$ cat src/universal_cordic_engine_defines.svh
// Assertion macros shared by the CORDIC engine RTL.
// No dependencies; pulled in by files that carry concurrent checks.
`ifndef UNIVERSAL_CORDIC_ENGINE_DEFINES_SVH
`define UNIVERSAL_CORDIC_ENGINE_DEFINES_SVH

// Same-cycle implication, disabled during reset.
`define UCE_ASSERT_SAME(label, clk, rst, ante, cons, msg) \
  label: assert property (@(posedge clk) disable iff (rst) (ante) |-> (cons)) \
    else $error(msg);

// Next-cycle implication, disabled during reset.
`define UCE_ASSERT_NEXT(label, clk, rst, ante, cons, msg) \
  label: assert property (@(posedge clk) disable iff (rst) (ante) |=> (cons)) \
    else $error(msg);

`endif

$ cat src/uce_pkg.sv
// Types, angle tables and slot-layout helpers for the CORDIC engine.
// No dependencies.
`default_nettype none

package uce_pkg;

  localparam int TABLE_LEN     = 17;
  localparam int FRACTION_BITS = 16;
  localparam int STEP_W        = 5;
  localparam int DATA_W        = 32;

  typedef enum logic [1:0] {
    COORD_CIRCULAR   = 2'd0,
    COORD_LINEAR     = 2'd1,
    COORD_HYPERBOLIC = 2'd2,
    COORD_INVALID    = 2'd3
  } coord_t;

  typedef struct packed {
    logic [1:0]               cmd;
    logic                     vector_mode;
    logic signed [DATA_W-1:0] x_in;
    logic signed [DATA_W-1:0] y_in;
    logic signed [DATA_W-1:0] z_in;
  } item_t;

  typedef struct packed {
    logic signed [DATA_W-1:0] x_out;
    logic signed [DATA_W-1:0] y_out;
    logic signed [DATA_W-1:0] z_out;
    logic [STEP_W-1:0]        steps_done;
    logic                     bad_coordinate;
  } result_t;

  // Work item as it travels down the pipe.
  typedef struct packed {
    coord_t                   kind;
    logic                     vector_mode;
    logic                     bad;
    logic [STEP_W-1:0]        n;
    logic signed [DATA_W-1:0] x;
    logic signed [DATA_W-1:0] y;
    logic signed [DATA_W-1:0] z;
  } stage_t;

  localparam logic [15:0] ATAN_TABLE [0:TABLE_LEN-1] = '{
    16'hC90F, 16'h76B1, 16'h3EB6, 16'h1FD5, 16'h0FFA, 16'h07FF, 16'h03FF, 16'h01FF,
    16'h00FF, 16'h007F, 16'h003F, 16'h001F, 16'h000F, 16'h0007, 16'h0003, 16'h0001,
    16'h0000
  };

  localparam logic [15:0] ATANH_TABLE [0:TABLE_LEN-1] = '{
    16'h8C9F, 16'h4162, 16'h202B, 16'h1005, 16'h0800, 16'h0400, 16'h0200, 16'h0100,
    16'h0080, 16'h0040, 16'h0020, 16'h0010, 16'h0008, 16'h0004, 16'h0002, 16'h0001,
    16'h0000
  };

  localparam logic [DATA_W-1:0] FRAC_ONE = DATA_W'(1) << FRACTION_BITS;

  // Hyperbolic steps run twice: 3, 6, 9, 12, 15.
  localparam logic [TABLE_LEN-1:0] HYP_REPEAT = 17'h09248;

  // Number of pipeline slots for a given step count (repeats get a slot).
  function automatic int slot_count(input int max_steps);
    int cnt;
    cnt = 0;
    for (int j = 0; j < TABLE_LEN; j++) begin
      if (j < max_steps) begin
        cnt = cnt + 1 + int'(HYP_REPEAT[j]);
      end
    end
    return cnt;
  endfunction

  // Table step served by a slot.
  function automatic int slot_step(input int slot);
    int cur;
    int res;
    cur = 0;
    res = 0;
    for (int j = 0; j < TABLE_LEN; j++) begin
      if (cur == slot) res = j;
      cur = cur + 1;
      if (HYP_REPEAT[j]) begin
        if (cur == slot) res = j;
        cur = cur + 1;
      end
    end
    return res;
  endfunction

  // True when a slot is the second pass of a hyperbolic step.
  function automatic bit slot_is_repeat(input int slot);
    int cur;
    bit res;
    cur = 0;
    res = 1'b0;
    for (int j = 0; j < TABLE_LEN; j++) begin
      cur = cur + 1;
      if (HYP_REPEAT[j]) begin
        if (cur == slot) res = 1'b1;
        cur = cur + 1;
      end
    end
    return res;
  endfunction

  // Arithmetic shift right that truncates toward zero.
  function automatic logic signed [DATA_W-1:0] trunc_shift(
      input logic signed [DATA_W-1:0] v, input int p);
    logic signed [DATA_W-1:0] sh;
    logic [DATA_W-1:0]        mask;
    logic                     fix;
    sh   = v >>> p;
    mask = (DATA_W'(1) << p) - DATA_W'(1);
    fix  = v[DATA_W-1] && ((v & mask) != '0);
    return sh + {{(DATA_W-1){1'b0}}, fix};
  endfunction

endpackage

`default_nettype wire

$ cat src/uce_entry.sv
// Entry register: decodes the coordinate code and caps the step count.
// Depends on uce_pkg.
`default_nettype none

module uce_entry #(
  parameter int MAX_STEPS = 17
) (
  input  wire logic                        clk,
  input  wire logic                        rst,
  input  wire logic                        item_valid,
  input  wire uce_pkg::item_t              item,
  output logic                             item_stall,
  input  wire logic [uce_pkg::STEP_W-1:0]  limit,
  output logic                             dn_valid,
  output uce_pkg::stage_t                  dn_item,
  input  wire logic                        dn_ready
);

  localparam logic [uce_pkg::STEP_W-1:0] STEP_CAP = uce_pkg::STEP_W'(MAX_STEPS);

  logic            valid;
  uce_pkg::stage_t stage;
  uce_pkg::stage_t stage_next;
  logic            up_ready;

  assign up_ready   = !valid || dn_ready;
  assign item_stall = !up_ready;

  always_comb begin
    stage_next.kind        = uce_pkg::coord_t'(item.cmd);
    stage_next.vector_mode = item.vector_mode;
    stage_next.bad         = (uce_pkg::coord_t'(item.cmd) == uce_pkg::COORD_INVALID);
    stage_next.x           = item.x_in;
    stage_next.y           = item.y_in;
    stage_next.z           = item.z_in;
    if (stage_next.bad) begin
      stage_next.n = '0;
    end else if (limit > STEP_CAP) begin
      stage_next.n = STEP_CAP;
    end else begin
      stage_next.n = limit;
    end
  end

  always_ff @(posedge clk) begin
    if (rst) begin
      valid <= 1'b0;
    end else if (up_ready) begin
      valid <= item_valid;
    end
  end

  always_ff @(posedge clk) begin
    if (up_ready && item_valid) begin
      stage <= stage_next;
    end
  end

  assign dn_valid = valid;
  assign dn_item  = stage;

endmodule

`default_nettype wire

$ cat config.mk
export PLATFORM = sky130hd
export DESIGN_NAME = uce_entry
export DESIGN_NICKNAME = d
export VERILOG_FILES = /design/src/universal_cordic_engine_defines.svh /design/src/uce_pkg.sv /design/src/uce_entry.sv
export SDC_FILE = /design/constraint.sdc
export NUM_CORES = 1
export LEC_CHECK = 0
export BUFFER_PORTS_ARGS = -buffer_cell sky130_fd_sc_hd__buf_4
export CORE_AREA = 4 4 110 112
export CTS_BUF_LIST = sky130_fd_sc_hd__clkbuf_8
export DETAILED_ROUTE_END_ITERATION = 7
export DIE_AREA = 0 0 114 116
export HOLD_SLACK_MARGIN = 0.05
export PLACE_DENSITY = 0.67
export SLEW_MARGIN = 10
export SYNTH_ARGS = -nofsm -noshare
export SYNTH_HDL_FRONTEND = slang
export SYNTH_SLANG_ARGS = --single-unit
$ cat constraint.sdc
create_clock -name clk -period 9.1 [get_ports clk]
set_clock_uncertainty 0.15 [all_clocks]
set_input_delay 1.82 -clock clk [delete_from_list [all_inputs] [get_ports clk]]
set_output_delay 1.82 -clock clk [all_outputs]
set_load 0.1 [all_outputs]
==> summary.txt <==
initial antenna violation count - 0
Die Y - 116 um
CP startpoint kind - primary input
max-slew violations - 0
Placed Instance Area - 5060 um^2
CTS Buf Count - 9
final net count - 453
dpl hpwl - 6060 um
Critical Path RT - 7130 ps
most common cell after layout, fill and taps aside - buf_4
sequential share of the synthesized area - 97.5%
# setup viols final - 0
n_diodes - 0
routed vias - 1984
CTS tree - built
1st-iter DRT viols - 84
RePlAce Congestion - 0.759
Starting Density - 29.0%
FMAX - 226 MHz
clock transition at the registers of the reported paths - 100 ps
R2R Path End - dn_item[36]$_DFFE_PP_
die area - 13200 um^2
CTS Root Cell - clkbuf_8
gr usage total - 11.4%
Std-Cell Rows - 39
PD cells - 224 nW/um^2
worst reg-to-reg setup slack - 6740 ps
worst hold-check path type - flop to flop
outcome - finished clean
clk buf depth - 2
leakage power - 2.21 nW
Post-Synthesis Cell Area - 3250 um^2
minimum clock period - 4430 ps
post-CTS setup buffers - 0
IO Pins - 215
crit path launch - dn_ready
r2r startpoint - dn_valid$_SDFFE_PP0N_
routed len/inst - 15.9 um
most frequent cells in the layout - buf_4, edfxtp_1, clkbuf_8
Final Hold Viols - 0
CTS Sinks - 106
largest vdd supply drop - 93.2 uV
# resized after CTS - 0
syn avg cell area - 27.6 um^2
Netlist cell types - 12
Ys Warns - 0
share of cells above drive strength 1 - 67.4%
setup tns final - 0 ps
critical path type - primary input to output port
crit-path max FO - 3
Core Area - 11200 um^2
worst-skew pair later-pin latency - 360 ps
CP Capture Type - output port
RSZ-0062 raised after global routing - no
largest net degree at the start of global routing - 57
Least-Margin Pin Slew - 693 ps
max-cap violations - 0
synthesized netlist cell count - 118
Area Overhead vs Synth - 62.2%
vias per cell - 4.02
final period utilization - 48.7%
Worst R2R Path Depth - 4
finished layout cell area - 5280 um^2
post-cts hold buffer count - 0
first-pass GRT wire length - 11200 um
# DRC - 0
crit path DAT - 2460 ps
GR Overflow Total - 0
Rel. slew slack - 53.8%
syn nets - 226
Die X - 114 um
number of fill cells in the layout - 1027
vias in the first global route - 2084
Worst Setup EP - item_stall
Yosys reg bits - 106
H-tree levels - 3
PortBufs - 214
Routed WL - 7850 um
antenna-violating nets left - 0
drt first pass iters - 4
-- cells by family after synthesis --
| group | Yosys count | synth area share (%) |
|---|---|---|
| AND/OR/NAND/NOR | 10 | 2.04 |
| flip-flops | 106 | 97.5 |
| AO/OA/AOI/OAI | 2 | 0.461 |
-- stage by stage --
stage	utilization, %	cells	power (mW)	worst slack (ps)	hold slack, ps
finish	47.0	493	1.18	4670	557
global route	47.0	493	1.23	4650	581
CTS	47.0	493	1.20	4670	561
detailed placement	45.1	477	0.889	4670	548
global placement	45.1	477	0.886	4690	537
floorplan	-	118	0.807	1670	1280
-- power by group --
part	internal, mW	switching, mW
Clock	0.155	0.156
Sequential	0.571	0.00769
Combinational	0.0646	0.231
-- metal layers --
metal | up-vias | GRT usage [%] | routed length, um
met4 | 0 | 4.83 | 101
met5 | - | 0 | 0
met3 | 10 | 6.53 | 1040
li1 | 922 | - | -
met1 | 928 | 13.6 | 2930
met2 | 124 | 17.1 | 3790
-- state kept, by name, indices dropped and copies added (netlist names) --
register / cells
dn_valid: 1
dn_item: 105
-- how the worst min path moves through the flow --
stage | from | to | slack, ps | depth (start not counted)
floorplan | dn_valid$_SDFFE_PP0N_ | dn_valid$_SDFFE_PP0N_ | 1280 | 2
CTS | dn_valid$_SDFFE_PP0N_ | dn_valid$_SDFFE_PP0N_ | 560 | 2
finish | dn_valid$_SDFFE_PP0N_ | dn_valid$_SDFFE_PP0N_ | 560 | 2
global route | dn_valid$_SDFFE_PP0N_ | dn_valid$_SDFFE_PP0N_ | 580 | 2
detailed placement | dn_valid$_SDFFE_PP0N_ | dn_valid$_SDFFE_PP0N_ | 550 | 2
global placement | dn_valid$_SDFFE_PP0N_ | dn_valid$_SDFFE_PP0N_ | 540 | 2
-- area by class of cell --
type | count | area (um^2) | share of cell area (%)
Sequential cell | 106 | 3170 | 60.1
Timing Repair Buffer | 216 | 1620 | 30.7
Tap cell | 143 | 179 | 3.39
Clock inverter | 7 | 91.3 | 1.73
Clock buffer | 9 | 124 | 2.35
Multi-Input combinational cell | 12 | 88.8 | 1.68
-- worst max-delay path: stages --
cell	delay, ps
buf_4	110
nor2b_2	200
buf_4	330
-- Yosys cell counts --
| cell | instances | share of area [%] |
|---|---|---|
| edfxtp_1 | 105 | 97 |
| and2_1 | 3 | 0.58 |
| a21oi_1 | 1 | 0.15 |
| and2_4 | 1 | 0.27 |
| and2b_2 | 1 | 0.27 |
| dfxtp_1 | 1 | 0.62 |
| nor2_1 | 1 | 0.12 |
| nor2b_1 | 1 | 0.19 |
| nor2b_2 | 1 | 0.27 |
| nor3_1 | 1 | 0.15 |
| nor4_1 | 1 | 0.19 |
| o21ba_2 | 1 | 0.31 |
No activity file was read; power rests on OpenSTA's default activity.
