$ cat src/universal_cordic_engine_defines.svh
// Assertion macros shared by the CORDIC engine RTL.
// No dependencies; pulled in by files that carry concurrent checks.
`ifndef UNIVERSAL_CORDIC_ENGINE_DEFINES_SVH
`define UNIVERSAL_CORDIC_ENGINE_DEFINES_SVH

// Same-cycle implication, disabled during reset.
`define UCE_ASSERT_SAME(label, clk, rst, ante, cons, msg) \
  label: assert property (@(posedge clk) disable iff (rst) (ante) |-> (cons)) \
    else $error(msg);

// Next-cycle implication, disabled during reset.
`define UCE_ASSERT_NEXT(label, clk, rst, ante, cons, msg) \
  label: assert property (@(posedge clk) disable iff (rst) (ante) |=> (cons)) \
    else $error(msg);

`endif

$ cat src/uce_pkg.sv
// Types, angle tables and slot-layout helpers for the CORDIC engine.
// No dependencies.
`default_nettype none

package uce_pkg;

  localparam int TABLE_LEN     = 17;
  localparam int FRACTION_BITS = 16;
  localparam int STEP_W        = 5;
  localparam int DATA_W        = 32;

  typedef enum logic [1:0] {
    COORD_CIRCULAR   = 2'd0,
    COORD_LINEAR     = 2'd1,
    COORD_HYPERBOLIC = 2'd2,
    COORD_INVALID    = 2'd3
  } coord_t;

  typedef struct packed {
    logic [1:0]               cmd;
    logic                     vector_mode;
    logic signed [DATA_W-1:0] x_in;
    logic signed [DATA_W-1:0] y_in;
    logic signed [DATA_W-1:0] z_in;
  } item_t;

  typedef struct packed {
    logic signed [DATA_W-1:0] x_out;
    logic signed [DATA_W-1:0] y_out;
    logic signed [DATA_W-1:0] z_out;
    logic [STEP_W-1:0]        steps_done;
    logic                     bad_coordinate;
  } result_t;

  // Work item as it travels down the pipe.
  typedef struct packed {
    coord_t                   kind;
    logic                     vector_mode;
    logic                     bad;
    logic [STEP_W-1:0]        n;
    logic signed [DATA_W-1:0] x;
    logic signed [DATA_W-1:0] y;
    logic signed [DATA_W-1:0] z;
  } stage_t;

  localparam logic [15:0] ATAN_TABLE [0:TABLE_LEN-1] = '{
    16'hC90F, 16'h76B1, 16'h3EB6, 16'h1FD5, 16'h0FFA, 16'h07FF, 16'h03FF, 16'h01FF,
    16'h00FF, 16'h007F, 16'h003F, 16'h001F, 16'h000F, 16'h0007, 16'h0003, 16'h0001,
    16'h0000
  };

  localparam logic [15:0] ATANH_TABLE [0:TABLE_LEN-1] = '{
    16'h8C9F, 16'h4162, 16'h202B, 16'h1005, 16'h0800, 16'h0400, 16'h0200, 16'h0100,
    16'h0080, 16'h0040, 16'h0020, 16'h0010, 16'h0008, 16'h0004, 16'h0002, 16'h0001,
    16'h0000
  };

  localparam logic [DATA_W-1:0] FRAC_ONE = DATA_W'(1) << FRACTION_BITS;

  // Hyperbolic steps run twice: 3, 6, 9, 12, 15.
  localparam logic [TABLE_LEN-1:0] HYP_REPEAT = 17'h09248;

  // Number of pipeline slots for a given step count (repeats get a slot).
  function automatic int slot_count(input int max_steps);
    int cnt;
    cnt = 0;
    for (int j = 0; j < TABLE_LEN; j++) begin
      if (j < max_steps) begin
        cnt = cnt + 1 + int'(HYP_REPEAT[j]);
      end
    end
    return cnt;
  endfunction

  // Table step served by a slot.
  function automatic int slot_step(input int slot);
    int cur;
    int res;
    cur = 0;
    res = 0;
    for (int j = 0; j < TABLE_LEN; j++) begin
      if (cur == slot) res = j;
      cur = cur + 1;
      if (HYP_REPEAT[j]) begin
        if (cur == slot) res = j;
        cur = cur + 1;
      end
    end
    return res;
  endfunction

  // True when a slot is the second pass of a hyperbolic step.
  function automatic bit slot_is_repeat(input int slot);
    int cur;
    bit res;
    cur = 0;
    res = 1'b0;
    for (int j = 0; j < TABLE_LEN; j++) begin
      cur = cur + 1;
      if (HYP_REPEAT[j]) begin
        if (cur == slot) res = 1'b1;
        cur = cur + 1;
      end
    end
    return res;
  endfunction

  // Arithmetic shift right that truncates toward zero.
  function automatic logic signed [DATA_W-1:0] trunc_shift(
      input logic signed [DATA_W-1:0] v, input int p);
    logic signed [DATA_W-1:0] sh;
    logic [DATA_W-1:0]        mask;
    logic                     fix;
    sh   = v >>> p;
    mask = (DATA_W'(1) << p) - DATA_W'(1);
    fix  = v[DATA_W-1] && ((v & mask) != '0);
    return sh + {{(DATA_W-1){1'b0}}, fix};
  endfunction

endpackage

`default_nettype wire

$ cat src/uce_stage.sv
// One CORDIC micro-rotation slot with its pipeline register.
// Depends on uce_pkg.
`default_nettype none

module uce_stage #(
  parameter int STEP_J    = 0,
  parameter bit IS_REPEAT = 1'b0
) (
  input  wire logic             clk,
  input  wire logic             rst,
  input  wire logic             up_valid,
  input  wire uce_pkg::stage_t  up_item,
  output logic                  up_ready,
  output logic                  dn_valid,
  output uce_pkg::stage_t       dn_item,
  input  wire logic             dn_ready
);

  localparam int SHIFT_C = STEP_J;
  localparam int SHIFT_H = STEP_J + 1;
  localparam logic [uce_pkg::STEP_W-1:0] STEP_IDX = uce_pkg::STEP_W'(STEP_J);
  localparam logic [uce_pkg::DATA_W-1:0] ANG_C =
      {{(uce_pkg::DATA_W-16){1'b0}}, uce_pkg::ATAN_TABLE[STEP_J]};
  localparam logic [uce_pkg::DATA_W-1:0] ANG_H =
      {{(uce_pkg::DATA_W-16){1'b0}}, uce_pkg::ATANH_TABLE[STEP_J]};
  localparam logic [uce_pkg::DATA_W-1:0] ANG_L = uce_pkg::FRAC_ONE >> STEP_J;

  logic                             valid;
  uce_pkg::stage_t                  stage;
  uce_pkg::stage_t                  stage_next;
  logic signed [uce_pkg::DATA_W-1:0] tx;
  logic signed [uce_pkg::DATA_W-1:0] ty;
  logic signed [uce_pkg::DATA_W-1:0] angle;
  logic                             neg;
  logic                             active;
  logic                             hyp;

  assign up_ready = !valid || dn_ready;
  assign hyp      = (up_item.kind == uce_pkg::COORD_HYPERBOLIC);

  always_comb begin
    tx = hyp ? uce_pkg::trunc_shift(up_item.x, SHIFT_H)
             : uce_pkg::trunc_shift(up_item.x, SHIFT_C);
    ty = hyp ? uce_pkg::trunc_shift(up_item.y, SHIFT_H)
             : uce_pkg::trunc_shift(up_item.y, SHIFT_C);

    case (up_item.kind)
      uce_pkg::COORD_CIRCULAR:   angle = ANG_C;
      uce_pkg::COORD_HYPERBOLIC: angle = ANG_H;
      default:                   angle = ANG_L;
    endcase

    // Vectoring drives y toward zero; rotation drives z toward zero.
    if (up_item.vector_mode) begin
      neg = !up_item.y[uce_pkg::DATA_W-1] && (up_item.y != '0);
    end else begin
      neg = up_item.z[uce_pkg::DATA_W-1];
    end

    active = !up_item.bad && (STEP_IDX < up_item.n) && (!IS_REPEAT || hyp);

    stage_next = up_item;
    if (active) begin
      case (up_item.kind)
        uce_pkg::COORD_CIRCULAR:   stage_next.x = neg ? up_item.x + ty : up_item.x - ty;
        uce_pkg::COORD_HYPERBOLIC: stage_next.x = neg ? up_item.x - ty : up_item.x + ty;
        default:                   stage_next.x = up_item.x;
      endcase
      stage_next.y = neg ? up_item.y - tx : up_item.y + tx;
      stage_next.z = neg ? up_item.z + angle : up_item.z - angle;
    end
  end

  always_ff @(posedge clk) begin
    if (rst) begin
      valid <= 1'b0;
    end else if (up_ready) begin
      valid <= up_valid;
    end
  end

  always_ff @(posedge clk) begin
    if (up_ready && up_valid) begin
      stage <= stage_next;
    end
  end

  assign dn_valid = valid;
  assign dn_item  = stage;

endmodule

`default_nettype wire

$ cat config.mk
export PLATFORM = sky130hd
export DESIGN_NAME = uce_stage
export DESIGN_NICKNAME = d
export VERILOG_FILES = /design/src/universal_cordic_engine_defines.svh /design/src/uce_pkg.sv /design/src/uce_stage.sv
export SDC_FILE = /design/constraint.sdc
export NUM_CORES = 1
export LEC_CHECK = 0
export ABC_AREA = 1
export BUFFER_PORTS_ARGS = -buffer_cell sky130_fd_sc_hd__buf_2
export CELL_PAD_IN_SITES_DETAIL_PLACEMENT = 1
export CELL_PAD_IN_SITES_GLOBAL_PLACEMENT = 2
export CORE_MARGIN = 5
export CORE_UTILIZATION = 32
export CTS_BUF_LIST = sky130_fd_sc_hd__clkbuf_2 sky130_fd_sc_hd__clkbuf_4 sky130_fd_sc_hd__clkbuf_8
export DETAILED_ROUTE_END_ITERATION = 12
export GPL_ROUTABILITY_DRIVEN = 0
export PLACE_DENSITY = 0.95
export SYNTH_ARGS = -nofsm -noshare
export SYNTH_HDL_FRONTEND = slang
export SYNTH_SLANG_ARGS = --single-unit
export TNS_END_PERCENT = 100
$ cat constraint.sdc
create_clock -name clk -period 8.4 [get_ports clk]
set_clock_uncertainty 0.05 [all_clocks]
set_input_delay 1.26 -clock clk [delete_from_list [all_inputs] [get_ports clk]]
set_output_delay 1.26 -clock clk [all_outputs]
set_load 0.005 [all_outputs]
==> metrics.csv <==
metric,value,unit
status,"complete, no violations",
ys.flop_type,edfxtp_1,
cp_slowest_cell,inv_1,
worstRegToRegCells,3,
drive_above_1_share,12.3,%
worstSkewPairLatency,450,ps
portBuffers,215,
rows,79,
finalSetupViolations,0,
core-area,46700,um2
p_total,2.34,mW
yosysSeqAreaShare,21.0,%
maxSlewHeadroom,10.8,%
worstSetupStartpointType,primary input,
hold_viol,0,
critical_path.max_fanout,33,
cts_made_buffers,9,
grt_pass1_wl,99600,um
p_leak,8.26,nW
detail_route.wl_per_cell,20.6,um
cts_tree,done,
cts-hold-fix-buffers,0,
grt_max_degree,78,
antenna_found_initial,2,
path_depth,22,
synth.net_count,2666,
ys_warn_count,0,
grt_overflow,0,
synth_cells,2419,
placed_cells,3184,
fp.dieW,228,um
cp-startpoint,up_item[47],
max_freq,0.173,GHz
drt_iter0_drc,1320,
die_h,228,um
grt_usage,24.5,%
comb_power_share,55.3,%
peakVddDrop,57.9,uV
final_cells,3202,
place_ws,2140,ps
switching_share,47.9,%
seq_power_share,28.8,%
floorplan.die_area,51800,um2
synth_edf_count,105,
min_period,5800,ps
path_class,in -> reg,
synth_async_sr_flop_share,0,%
hpwl,54500,um
tns,0,ps
power_density,137,nW/um2
drtPass1Iterations,5,
post_cts_resized,0,
drc,0,
drv_slew,0,
critical-path-top-delay-family,compound AO/OA/AOI/OAI gates,
worst_pin_slew,1340,ps
synthToLayoutAreaGrowth,12.4,%
clkSinkCount,106,
p_switching,1.12,mW
hold-worst-slack,504,ps
nets,2835,
cts_root_buf,clkbuf_8,
rsz0062_at_grt,false,
crit_top_cell,nand2_1,
routed_via_density,5.46,
maxCapViolations,0,
p_int,1.22,mW
cp.arrival,5980,ps
layout_commonest_cell,nand2_1,
wl,65900,um
crit_end,dn_item[56],
path_buf_inv,3,
finalCritPeriodShare,69.0,%
ys_types,54,
ant_nets,0,
r2r_end,dn_item[62],
cp-end-kind,flip-flop,
path_cells,buf_2 -> nor4_1 -> nand4_1 -> nor2_1 -> nor2_1 -> nor2_4 -> inv_1 -> o21ai_0 -> fa_1 -> nand2_1 -> nand2_1 -> o21ai_0 -> o21ai_0 -> a31oi_1 -> inv_1 -> a21oi_1 -> o21ai_0 -> nand2_1 -> nand2_1 -> or2_2 -> nand3_1 -> nand2_1,
ys_seq_elements,106,
mostFrequentLayoutCells,"nand2_1 (645), inv_1 (307), nor2_1 (271)",
max_stage_delay,950,ps
io_pins,216,
hold_path.class,reg -> reg,
worst_r2r_startpoint,dn_valid,
clk_pin_slew,120,ps
hold_start,dn_valid,
layout_setup_ws,2600,ps
grt_pass1_vias,17900,
cts_setup_buffers,0,
vias,17500,
avgSynthCellArea,6.26,um2
clockBufferDepth,2,
synthesis.area,15100,um2
worstPathRequired,8580,ps
clkPwrFrac,16.0,%
rrSetupSlack,6130,ps
htreeDepth,3,
initial_utilization,32.5,%
[sequential cells by signal, summed over array words and instances, names as in the netlist]
register and flops:
dn_item 105, dn_valid 1
[tightest hold or removal path, stage by stage, from the launching register on]
cell and delay (ps):
dfxtp_1 360, nand2_1 100, a21oi_1 60
[area by class of cell]
class,instances,area (um2)
sequential,106,3170
timing repair buffer,226,1160
clock buffer,9,124
tap,607,759
antenna,2,5.00
inverter,316,1190
fill,6242,29600
clock inverter,7,88.8
multi-input combinational,1929,10500
[power groups by stage]
stage	logic, mW	clock network, mW	registers (mW)
6_report	1.29	0.374	0.673
3_5_place_dp	1.27	0	0.686
4_1_cts	1.27	0.389	0.674
5_1_grt	1.42	0.401	0.677
3_3_place_gp	1.23	0	0.685
2_1_floorplan	0.818	0	0.694
[through the flow]
| step | instance area, um2 | utilization (%) |
|---|---|---|
| 2_1_floorplan | 15100 | - |
| 3_3_place_gp | 16800 | 36.0 |
| 3_5_place_dp | 16800 | 36.0 |
| 4_1_cts | 17000 | 36.5 |
| 5_1_grt | 17000 | 36.5 |
| 6_report | 17000 | 36.5 |
[kinds of logic after synthesis]
| logic type | after synthesis | share of synthesized area (%) |
|---|---|---|
| adders and majority gates | 138 | 11.6 |
| DFF | 106 | 21.0 |
| xor gates and xnor gates | 98 | 5.67 |
| AOI/OAI and AO/OA | 502 | 18.7 |
| and+or+nand+nor | 1191 | 33.4 |
| buffers and inverters | 384 | 9.68 |
[metal layers]
metal	GRT usage (%)	share of wire, %	vias to the layer above
li1	-	-	8346
met1	30.5	43	8448
met2	43.2	48	555
met3	2.72	5.1	147
met4	9.92	4.1	2
met5	0	0.020	-
[worst min path at each step]
stage	endpoint	slack [ps]	depth (start not counted)
after floorplan	dn_valid	460	2
after global placement	dn_valid	460	2
after detailed placement	dn_valid	510	2
after CTS	dn_valid	520	2
after global routing	dn_valid	570	2
final	dn_valid	500	2
[Yosys cell counts (all sizes together) (5+ instances only)]
master    n  area (um2)
or2      23         144
a21boi    6        45.0
o31ai     5        37.5
nor4     15        93.8
xnor2    37         324
o22ai    17         106
nand3   131         671
clkbuf   44         165
ha      134        1680
o21a     14         105
and2      8        50.1
a21oi   169         868
xor2     61         534
o21ai   210        1060
a21o     23         173
nor2    288        1190
o21bai    9        67.6
nor3     27         135
a31oi    23         144
nand2   661        2530
buf      24         115
edfxtp  105        3150
inv     314        1180
nand4    28         175
a221oi    7        61.3
o211ai    7        52.6
Note: power is estimated with default switching activity, not from simulation.
