===== config.mk =====
export PLATFORM = sky130hd
export DESIGN_NAME = uce_out
export DESIGN_NICKNAME = d
export VERILOG_FILES = /design/src/universal_cordic_engine_defines.svh /design/src/uce_pkg.sv /design/src/uce_out.sv
export SDC_FILE = /design/constraint.sdc
export NUM_CORES = 1
export LEC_CHECK = 0
export ABC_AREA = 1
export BUFFER_PORTS_ARGS = -buffer_cell sky130_fd_sc_hd__buf_2
export CAP_MARGIN = 0
export CORE_MARGIN = 1.5
export CORE_UTILIZATION = 44
export DETAILED_ROUTE_END_ITERATION = 10
export GPL_ROUTABILITY_DRIVEN = 0
export PLACE_DENSITY = 0.84
export SYNTH_ARGS = -nofsm -noshare
export SYNTH_HDL_FRONTEND = slang
export SYNTH_SLANG_ARGS = --single-unit

===== constraint.sdc =====
create_clock -name clk -period 12.3 [get_ports clk]
set_input_delay 2.46 -clock clk [delete_from_list [all_inputs] [get_ports clk]]
set_output_delay 2.46 -clock clk [all_outputs]
set_load 0.05 [all_outputs]

===== src/universal_cordic_engine_defines.svh =====
// Assertion macros shared by the CORDIC engine RTL.
// No dependencies; pulled in by files that carry concurrent checks.
`ifndef UNIVERSAL_CORDIC_ENGINE_DEFINES_SVH
`define UNIVERSAL_CORDIC_ENGINE_DEFINES_SVH

// Same-cycle implication, disabled during reset.
`define UCE_ASSERT_SAME(label, clk, rst, ante, cons, msg) \
  label: assert property (@(posedge clk) disable iff (rst) (ante) |-> (cons)) \
    else $error(msg);

// Next-cycle implication, disabled during reset.
`define UCE_ASSERT_NEXT(label, clk, rst, ante, cons, msg) \
  label: assert property (@(posedge clk) disable iff (rst) (ante) |=> (cons)) \
    else $error(msg);

`endif


===== src/uce_pkg.sv =====
// Types, angle tables and slot-layout helpers for the CORDIC engine.
// No dependencies.
`default_nettype none

package uce_pkg;

  localparam int TABLE_LEN     = 17;
  localparam int FRACTION_BITS = 16;
  localparam int STEP_W        = 5;
  localparam int DATA_W        = 32;

  typedef enum logic [1:0] {
    COORD_CIRCULAR   = 2'd0,
    COORD_LINEAR     = 2'd1,
    COORD_HYPERBOLIC = 2'd2,
    COORD_INVALID    = 2'd3
  } coord_t;

  typedef struct packed {
    logic [1:0]               cmd;
    logic                     vector_mode;
    logic signed [DATA_W-1:0] x_in;
    logic signed [DATA_W-1:0] y_in;
    logic signed [DATA_W-1:0] z_in;
  } item_t;

  typedef struct packed {
    logic signed [DATA_W-1:0] x_out;
    logic signed [DATA_W-1:0] y_out;
    logic signed [DATA_W-1:0] z_out;
    logic [STEP_W-1:0]        steps_done;
    logic                     bad_coordinate;
  } result_t;

  // Work item as it travels down the pipe.
  typedef struct packed {
    coord_t                   kind;
    logic                     vector_mode;
    logic                     bad;
    logic [STEP_W-1:0]        n;
    logic signed [DATA_W-1:0] x;
    logic signed [DATA_W-1:0] y;
    logic signed [DATA_W-1:0] z;
  } stage_t;

  localparam logic [15:0] ATAN_TABLE [0:TABLE_LEN-1] = '{
    16'hC90F, 16'h76B1, 16'h3EB6, 16'h1FD5, 16'h0FFA, 16'h07FF, 16'h03FF, 16'h01FF,
    16'h00FF, 16'h007F, 16'h003F, 16'h001F, 16'h000F, 16'h0007, 16'h0003, 16'h0001,
    16'h0000
  };

  localparam logic [15:0] ATANH_TABLE [0:TABLE_LEN-1] = '{
    16'h8C9F, 16'h4162, 16'h202B, 16'h1005, 16'h0800, 16'h0400, 16'h0200, 16'h0100,
    16'h0080, 16'h0040, 16'h0020, 16'h0010, 16'h0008, 16'h0004, 16'h0002, 16'h0001,
    16'h0000
  };

  localparam logic [DATA_W-1:0] FRAC_ONE = DATA_W'(1) << FRACTION_BITS;

  // Hyperbolic steps run twice: 3, 6, 9, 12, 15.
  localparam logic [TABLE_LEN-1:0] HYP_REPEAT = 17'h09248;

  // Number of pipeline slots for a given step count (repeats get a slot).
  function automatic int slot_count(input int max_steps);
    int cnt;
    cnt = 0;
    for (int j = 0; j < TABLE_LEN; j++) begin
      if (j < max_steps) begin
        cnt = cnt + 1 + int'(HYP_REPEAT[j]);
      end
    end
    return cnt;
  endfunction

  // Table step served by a slot.
  function automatic int slot_step(input int slot);
    int cur;
    int res;
    cur = 0;
    res = 0;
    for (int j = 0; j < TABLE_LEN; j++) begin
      if (cur == slot) res = j;
      cur = cur + 1;
      if (HYP_REPEAT[j]) begin
        if (cur == slot) res = j;
        cur = cur + 1;
      end
    end
    return res;
  endfunction

  // True when a slot is the second pass of a hyperbolic step.
  function automatic bit slot_is_repeat(input int slot);
    int cur;
    bit res;
    cur = 0;
    res = 1'b0;
    for (int j = 0; j < TABLE_LEN; j++) begin
      cur = cur + 1;
      if (HYP_REPEAT[j]) begin
        if (cur == slot) res = 1'b1;
        cur = cur + 1;
      end
    end
    return res;
  endfunction

  // Arithmetic shift right that truncates toward zero.
  function automatic logic signed [DATA_W-1:0] trunc_shift(
      input logic signed [DATA_W-1:0] v, input int p);
    logic signed [DATA_W-1:0] sh;
    logic [DATA_W-1:0]        mask;
    logic                     fix;
    sh   = v >>> p;
    mask = (DATA_W'(1) << p) - DATA_W'(1);
    fix  = v[DATA_W-1] && ((v & mask) != '0);
    return sh + {{(DATA_W-1){1'b0}}, fix};
  endfunction

endpackage

`default_nettype wire


===== src/uce_out.sv =====
// Result register: formats the finished item for the output channel.
// Depends on uce_pkg.
`default_nettype none

module uce_out (
  input  wire logic             clk,
  input  wire logic             rst,
  input  wire logic             up_valid,
  input  wire uce_pkg::stage_t  up_item,
  output logic                  up_ready,
  output logic                  result_valid,
  output uce_pkg::result_t      result,
  input  wire logic             result_stall
);

  logic             valid;
  uce_pkg::result_t res;
  uce_pkg::result_t res_next;

  assign up_ready = !valid || !result_stall;

  always_comb begin
    res_next.x_out          = up_item.x;
    res_next.y_out          = up_item.y;
    res_next.z_out          = up_item.z;
    res_next.steps_done     = up_item.n;
    res_next.bad_coordinate = up_item.bad;
  end

  always_ff @(posedge clk) begin
    if (rst) begin
      valid <= 1'b0;
    end else if (up_ready) begin
      valid <= up_valid;
    end
  end

  always_ff @(posedge clk) begin
    if (up_ready && up_valid) begin
      res <= res_next;
    end
  end

  assign result_valid = valid;
  assign result       = res;

endmodule

`default_nettype wire


==> impl_results.md, run 1 <==
- WL/cell: 17.05 um
- Area contributors post-synth: edfxtp_1 (99%), dfxtp_1 (0.64%), a21oi_2 (0.28%), nand2_2 (0.20%), a21oi_1 (0.16%)
- P_leak: 0.001938 uW
- Synthesis-to-layout area growth: 44.91%
- GRT Overall Usage: 19.17%
- NetSw: 210.3 uW
- Post-route DRC violation count: 0
- Final layout net count: 438
- Die Area: 7574 um^2
- DR iter-0 viols: 93
- Critical Path Sink Type: output pin
- H-tree depth: 3
- Period utilization: 43.88%
- M2 GR Usage: 34.88%
- Comb power frac: 15.6%
- Worst Tran Pin Value: 671.3 ps
- Highest net fanout along the worst path: 2
- Pin count of the biggest net entering global routing: 56
- Core Region: 6794 um^2
- Tot Pwr: 742.8 uW
- Clock network power share: 28.5%
- Port Buffers: 209
- Critical path class: in -> out
- M3 GR Usage: 11.09%
- Cts repair resizes: 0
- CTS Root Cell: clkbuf_8
- Skew-Pair Late Insertion Delay: 360 ps
- Number of enable flip-flop cells after synthesis: 102
- Pint: 532.6 uW
- Via-to-Cell Ratio: 4.426
- Mapped Area: 3107 um^2
- Async set-reset flop share out of synthesis: 0%
- 1st-pass router iterations: 6
- Outcome: complete, no violations
- TNS Setup: 0 ps
- RSZ-0062 raised after global routing: no
- Antenna viol nets, final: 0
- Proportion of layout cells with a drive suffix above 1: 68.56%
- Post-Syn Instances: 107
- Relative max-transition margin: 55.25%
- Num CTS Buffers: 9
- Tmin final: 5398 ps
- Peak Freq: 185.3 MHz
- Initial antenna violation count: 1
- First-pass GRT wire length: 9.998 mm
- Reg clk slew, reported paths: 90 ps
- Initial core utilization: 45.73%
- Sequential area share after synthesis: 99.23%
- Worst setup SP type: primary input
- Syn Nets: 216
- Synth area leader: edfxtp_1
- Grt met1 use: 16.62%
- Post-synthesis cell type count: 6
- Worst Path Required: 9840 ps
- Sw Ratio: 28.30%
- Postcts setup bufs: 0
- Cell with the most instances after synthesis: edfxtp_1
- Clock Sinks: 103
- Busiest grt layer: met2
- ANT cells: 0
- DP HPWL: 5.575 mm
- Utilization after layout: 66.26%
- Crit path DAT: 2940 ps
- Synth top area share: 98.59%
- # fillers: 482
- WL final: 7.331 mm
- Setup Viol. Count Final: 0
- Post-synth top flop: edfxtp_1
- I/O pins: 213
- Hold Vio Cnt, Final: 0
- Via count: 1903
- Die Span Y: 87.03 um
- Syn Area/Cell: 29.03 um^2
- Max VDD drop: 0.0001104 V
- Vias in the first global route: 1925
- Ys Warns: 0
- Bufs on Longest Clock Path: 2
- Final Max Slew Viols: 0
- Site Rows: 30
- CTS tree: done
- Die X: 87.03 um
- Max-cap violation count: 0
- Clk_skew: 7.497 ps
- Hold Path Class: reg -> reg
- Yosys reg bits: 103
- CTS Hold Bufs: 0
- Power Dens Cells: 165.0 nW/um^2
- Total gr overflow: 0
- Hold WS: 534.1 ps
- Flop pwr share: 55.9%
[through the flow]
stage               cells  area, um^2  setup WS [ps]
finish                430        4502           6902
global route          430        4502           6878
CTS                   430        4502           6894
detailed placement    414        4299           6895
global placement      414        4299           6907
floorplan             107        3107           4263
[layout make-up]
type                       count  area [um^2]  share of cell area [%]
sequential                   103         3083                   68.48
clock inverter                 6        75.07                   1.668
multi-input combinational      3        31.28                  0.6948
tap                           96        120.1                   2.668
inverter                       1        3.754                 0.08338
timing repair buffer         211         1061                   23.57
clock buffer                  10        127.6                   2.835
[layout by cell type, fill, tap and decap left out]
| master | Yosys | routed |
|---|---|---|
| inv_6 | 0 | 2 |
| inv_1 | 1 | 1 |
| nand2_2 | 1 | 1 |
| clkinv_4 | 0 | 1 |
| bufinv_16 | 0 | 1 |
| clkbuf_8 | 0 | 9 |
| dfxtp_1 | 1 | 1 |
| edfxtp_1 | 102 | 102 |
| a21oi_2 | 1 | 1 |
| clkbuf_1 | 0 | 1 |
| a21oi_4 | 0 | 1 |
| inv_8 | 0 | 1 |
| buf_4 | 0 | 2 |
| clkinvlp_4 | 0 | 1 |
| buf_2 | 0 | 209 |
[flip-flops by register name (all words and copies together) (netlist names)]
name          cells
result          102
result_valid      1
[critical path: stages]
cell and delay [ps]:
buf_2 130, nand2_2 80, buf_2 270
[power by group through the flow]
stage               sequential (uW)  clock, uW  combinational (uW)
floorplan                       497          0                6.98
global placement                422          0                 114
detailed placement              423          0                 117
CTS                             415        218                 117
global route                    417        230                 120
finish                          415        212                 116
[path summary, 6_finish.rpt]
check / start / endpoint / slack, ps / cells after the start
worst max-delay path: result_stall / up_ready / 6900 / 3
worst min-delay path: result_valid / result_valid / 530 / 2
worst max register to register: result_valid / result[78] / 10820 / 2
worst min register to register: result_valid / result_valid / 530 / 2
[kinds of logic after synthesis]
family / synth area share [%]
buffers and inverters: 0.1207
and+or+nand+nor: 0.2015
DFF: 99.23
AOI/OAI and AO/OA: 0.4429
[metal layers]
| layer | up-vias | wire length (um) |
|---|---|---|
| li1 | 878 | - |
| met1 | 901 | 2168 |
| met2 | 108 | 4186 |
| met3 | 14 | 843 |
| met4 | 2 | 125 |
| met5 | - | 7 |
(Power assumes the default switching activity.)
==> inputs of run 2 (changes only) <==
Settings changed: ABC_AREA 1 to 0, CORE_UTILIZATION 44 to 37, PLACE_DENSITY 0.84 to 0.76.
Clock period 12.3 ns to 4.45 ns, I/O delays scaled along.
==> run 2 against run 1 <==
Effect of this change: clock-buffer cell count fell by 1; die area increased by 18%; sequential share of layout area shrank 0.36 points; critical path type unchanged; critical endpoint unchanged; highest routed layer is now met4.
==> impl_results.md, run 2 <==
- Outcome: complete, no violations (unchanged)
- Hold Path Class: reg -> reg (unchanged)
- Area contributors post-synth: edfxtp_1 (99%), dfxtp_1 (0.65%), and2_1 (0.20%), a21oi_1 (0.16%), nand2_1 (0.12%) (was edfxtp_1 (99%), dfxtp_1 (0.64%), a21oi_2 (0.28%), nand2_2 (0.20%), a21oi_1 (0.16%))
- Most used cell, CP: buf_2 (unchanged)
- CTS Root Cell: clkbuf_8 (unchanged)
- Via-to-Cell Ratio: 4.302 (was 4.426)
- Critical path class: in -> out (unchanged)
- Worst flop-to-flop path endpoint: result[24] (was result[78])
- Site Rows: 33 (was 30)
- Initial antenna violation count: 1 (unchanged)
- Pin count of the biggest net entering global routing: 39 (was 56)
- Synth top area share: 98.75% (was 98.59%)
- Post-Syn Instances: 107 (unchanged)
- Post-synth top flop: edfxtp_1 (unchanged)
- Synthesis-to-layout area growth: 45.91% (was 44.91%)
- H-tree depth: 3 (unchanged)
- CTS Hold Bufs: 0 (unchanged)
- Worst-path cell chain: buf_2 > nand2_1 > buf_2 (was buf_2 > nand2_2 > buf_2)
- I/O pins: 213 (unchanged)
- CP max-delay cell: buf_2 (unchanged)
- Pre-CTS setup slack: 2024 ps (was 6895 ps)
- Port Buffers: 209 (unchanged)
- Vias in the first global route: 1880 (was 1925)
- Period utilization: 49.98%
- Final layout net count: 438 (unchanged)
- Clk_skew: 7.332 ps (was 7.497 ps)
- Bufs on Longest Clock Path: 2 (unchanged)
- Most frequent cells in the layout: buf_2 (209), edfxtp_1 (102), clkbuf_8 (9) (unchanged)
- Highest net fanout along the worst path: 2 (unchanged)
- Utilization after layout: 55.36% (was 66.26%)
- Worst Reg2Reg Path Length in Cells: 3 (was 2)
- Proportion of layout cells with a drive suffix above 1: 68.26% (was 68.56%)
- Setup Viol. Count Final: 0 (unchanged)
- 1st-pass router iterations: 3 (was 6)
- Die X: 94.56 um (was 87.03 um)
- RSZ-0062 raised after global routing: no (unchanged)
- Cell depth of the worst hold path: 2 (unchanged)
- Total gr overflow: 0 (unchanged)
- CP delay by family, top: buffers and inverters (unchanged)
- Most common cell after layout, fill and taps aside: buf_2 (unchanged)
- Relative max-transition margin: 68.19% (was 55.25%)
- Peak Freq: 449.6 MHz
- Hold Vio Cnt, Final: 0 (unchanged)
- Max-cap violation count: 0 (unchanged)
- DR iter-0 viols: 64 (was 93)
- Tmin final: 2224 ps
- Reg clk slew, reported paths: 90 ps (about the same)
- GRT Overall Usage: 14.48% (was 19.17%)
- Critical Path Sink Type: output pin (unchanged)
- Die Span Y: 94.56 um (was 87.03 um)
- Clock Sinks: 103 (unchanged)
- WL/cell: 15.58 um (was 17.05 um)
- DP HPWL: 5.293 mm (was 5.575 mm)
- R2R Path Start: result_valid (unchanged)
- Ys Warns: 0 (unchanged)
- Die Area: 8942 um^2 (was 7574 um^2)
- Yosys reg bits: 103 (unchanged)
- Crit path DAT: 1330 ps (was 2940 ps)
- Hold EP: result_valid (unchanged)
- Number of enable flip-flop cells after synthesis: 102 (unchanged)
- Via count: 1893 (was 1903)
- Worst Tran Pin Value: 477.2 ps (was 671.3 ps)
- First-pass GRT wire length: 9.259 mm (was 9.998 mm)
- Num CTS Buffers: 9 (unchanged)
- Worst Path Required: 3560 ps (was 9840 ps)
- Postcts setup bufs: 0 (unchanged)
- Final Max Slew Viols: 0 (unchanged)
- Antenna viol nets, final: 0 (unchanged)
- Multi-input gate area: 21.27 um^2 (was 31.28 um^2)
- Post-route DRC violation count: 0 (unchanged)
- Cell with the most instances after synthesis: edfxtp_1 (unchanged)
- Power Dens Cells: 465.9 nW/um^2 (was 165.0 nW/um^2)
- Max reg flops: 102 (unchanged)
- CTS tree: done (unchanged)
- Skew-Pair Late Insertion Delay: 340 ps (was 360 ps)
- Async set-reset flop share out of synthesis: 0% (unchanged)
- Syn Nets: 216 (unchanged)
- Register area: 3083 um^2 (unchanged)
- Core Region: 8175 um^2 (was 6794 um^2)
- Worst setup SP type: primary input (unchanged)
- Max VDD drop: 0.0002260 V (was 0.0001104 V)
- WL final: 6.856 mm (was 7.331 mm)
- Mapped Area: 3102 um^2 (was 3107 um^2)
- P_leak: 0.001952 uW (was 0.001938 uW)
- Buf/Inv on CP: 2 (unchanged)
- Sequential area share after synthesis: 99.39% (was 99.23%)
- # fillers: 674 (was 482)
- Synth area leader: edfxtp_1 (unchanged)
- Worst stage delay on the critical path: 260 ps (was 270 ps)
- Initial core utilization: 37.94% (was 45.73%)
- Reg-to-reg setup timing slack: 2730 ps (was 10820 ps)
- Setup ws final: 2226 ps (was 6902 ps)
- Cts repair resizes: 0 (unchanged)
- TNS Setup: 0 ps (unchanged)
- Post-synthesis cell type count: 6 (unchanged)
- Hold WS: 555.5 ps (was 534.1 ps)
- Hold_sp: result_valid (unchanged)
- Syn Area/Cell: 28.99 um^2 (was 29.03 um^2)
run 2: changes by cell type after synthesis:
cell | before | now
nor2_1 | 0 | 1
a21oi_2 | 1 | 0
inv_1 | 1 | 0
nand2_2 | 1 | 0
nand2_1 | 0 | 1
and2_1 | 0 | 1
run 2: worst register-to-register path: stages, from the launching register on:
cell,delay (ps)
dfxtp_1,340
nand2_1,80
and2_4,450
buf_4,490
run 2: cell type report:
type	count	area share, %
antenna	1	0.05529
clock buffer	9	2.737
clock inverter	7	2.267
multi-input combinational	4	0.4700
sequential	103	68.12
tap	105	2.903
timing repair buffer	211	23.44
run 2: how the worst max path moves through the flow:
stage	slack, ps	from	cells past startpoint	endpoint
after floorplan	290	result_stall	2	result[0]
after global placement	2080	result_stall	4	result[74]
after detailed placement	2020	result_stall	4	result[5]
after CTS	2230	result_stall	3	up_ready
after global routing	2210	result_stall	3	up_ready
final	2230	result_stall	3	up_ready
run 2: cell families after synthesis:
family / Yosys count / synth area share (%)
DFF: 103 / 99.40
and+or+nand+nor: 3 / 0.4436
AOI/OAI and AO/OA: 1 / 0.1612
run 2: where the power goes:
part / leakage, uW / internal, uW / switching (uW) / total [uW]
Clock: 0.000116 / 325 / 318 / 643
Sequential: 0.000995 / 1130 / 13.6 / 1150
Combinational: 0.000841 / 69.6 / 249 / 318
Total: 0.00195 / 1530 / 581 / 2110
run 2: layer usage:
layer | track usage [%] | share of wire (%) | vias to the layer above
li1 | - | - | 876
met1 | 16.11 | 38 | 881
met2 | 25.00 | 51 | 123
met3 | 4.750 | 9.9 | 13
met4 | 6.965 | 1.8 | 0
met5 | 0 | 0 | -
run 2: metrics by stage:
stage / cell area [um^2] / std cells / power (uW)
2_1_floorplan: 3102 / 107 / 1388
3_3_place_gp: 4297 / 423 / 1482
3_5_place_dp: 4297 / 423 / 1492
4_1_cts: 4523 / 439 / 2134
5_1_grt: 4523 / 439 / 2183
6_report: 4526 / 440 / 2108
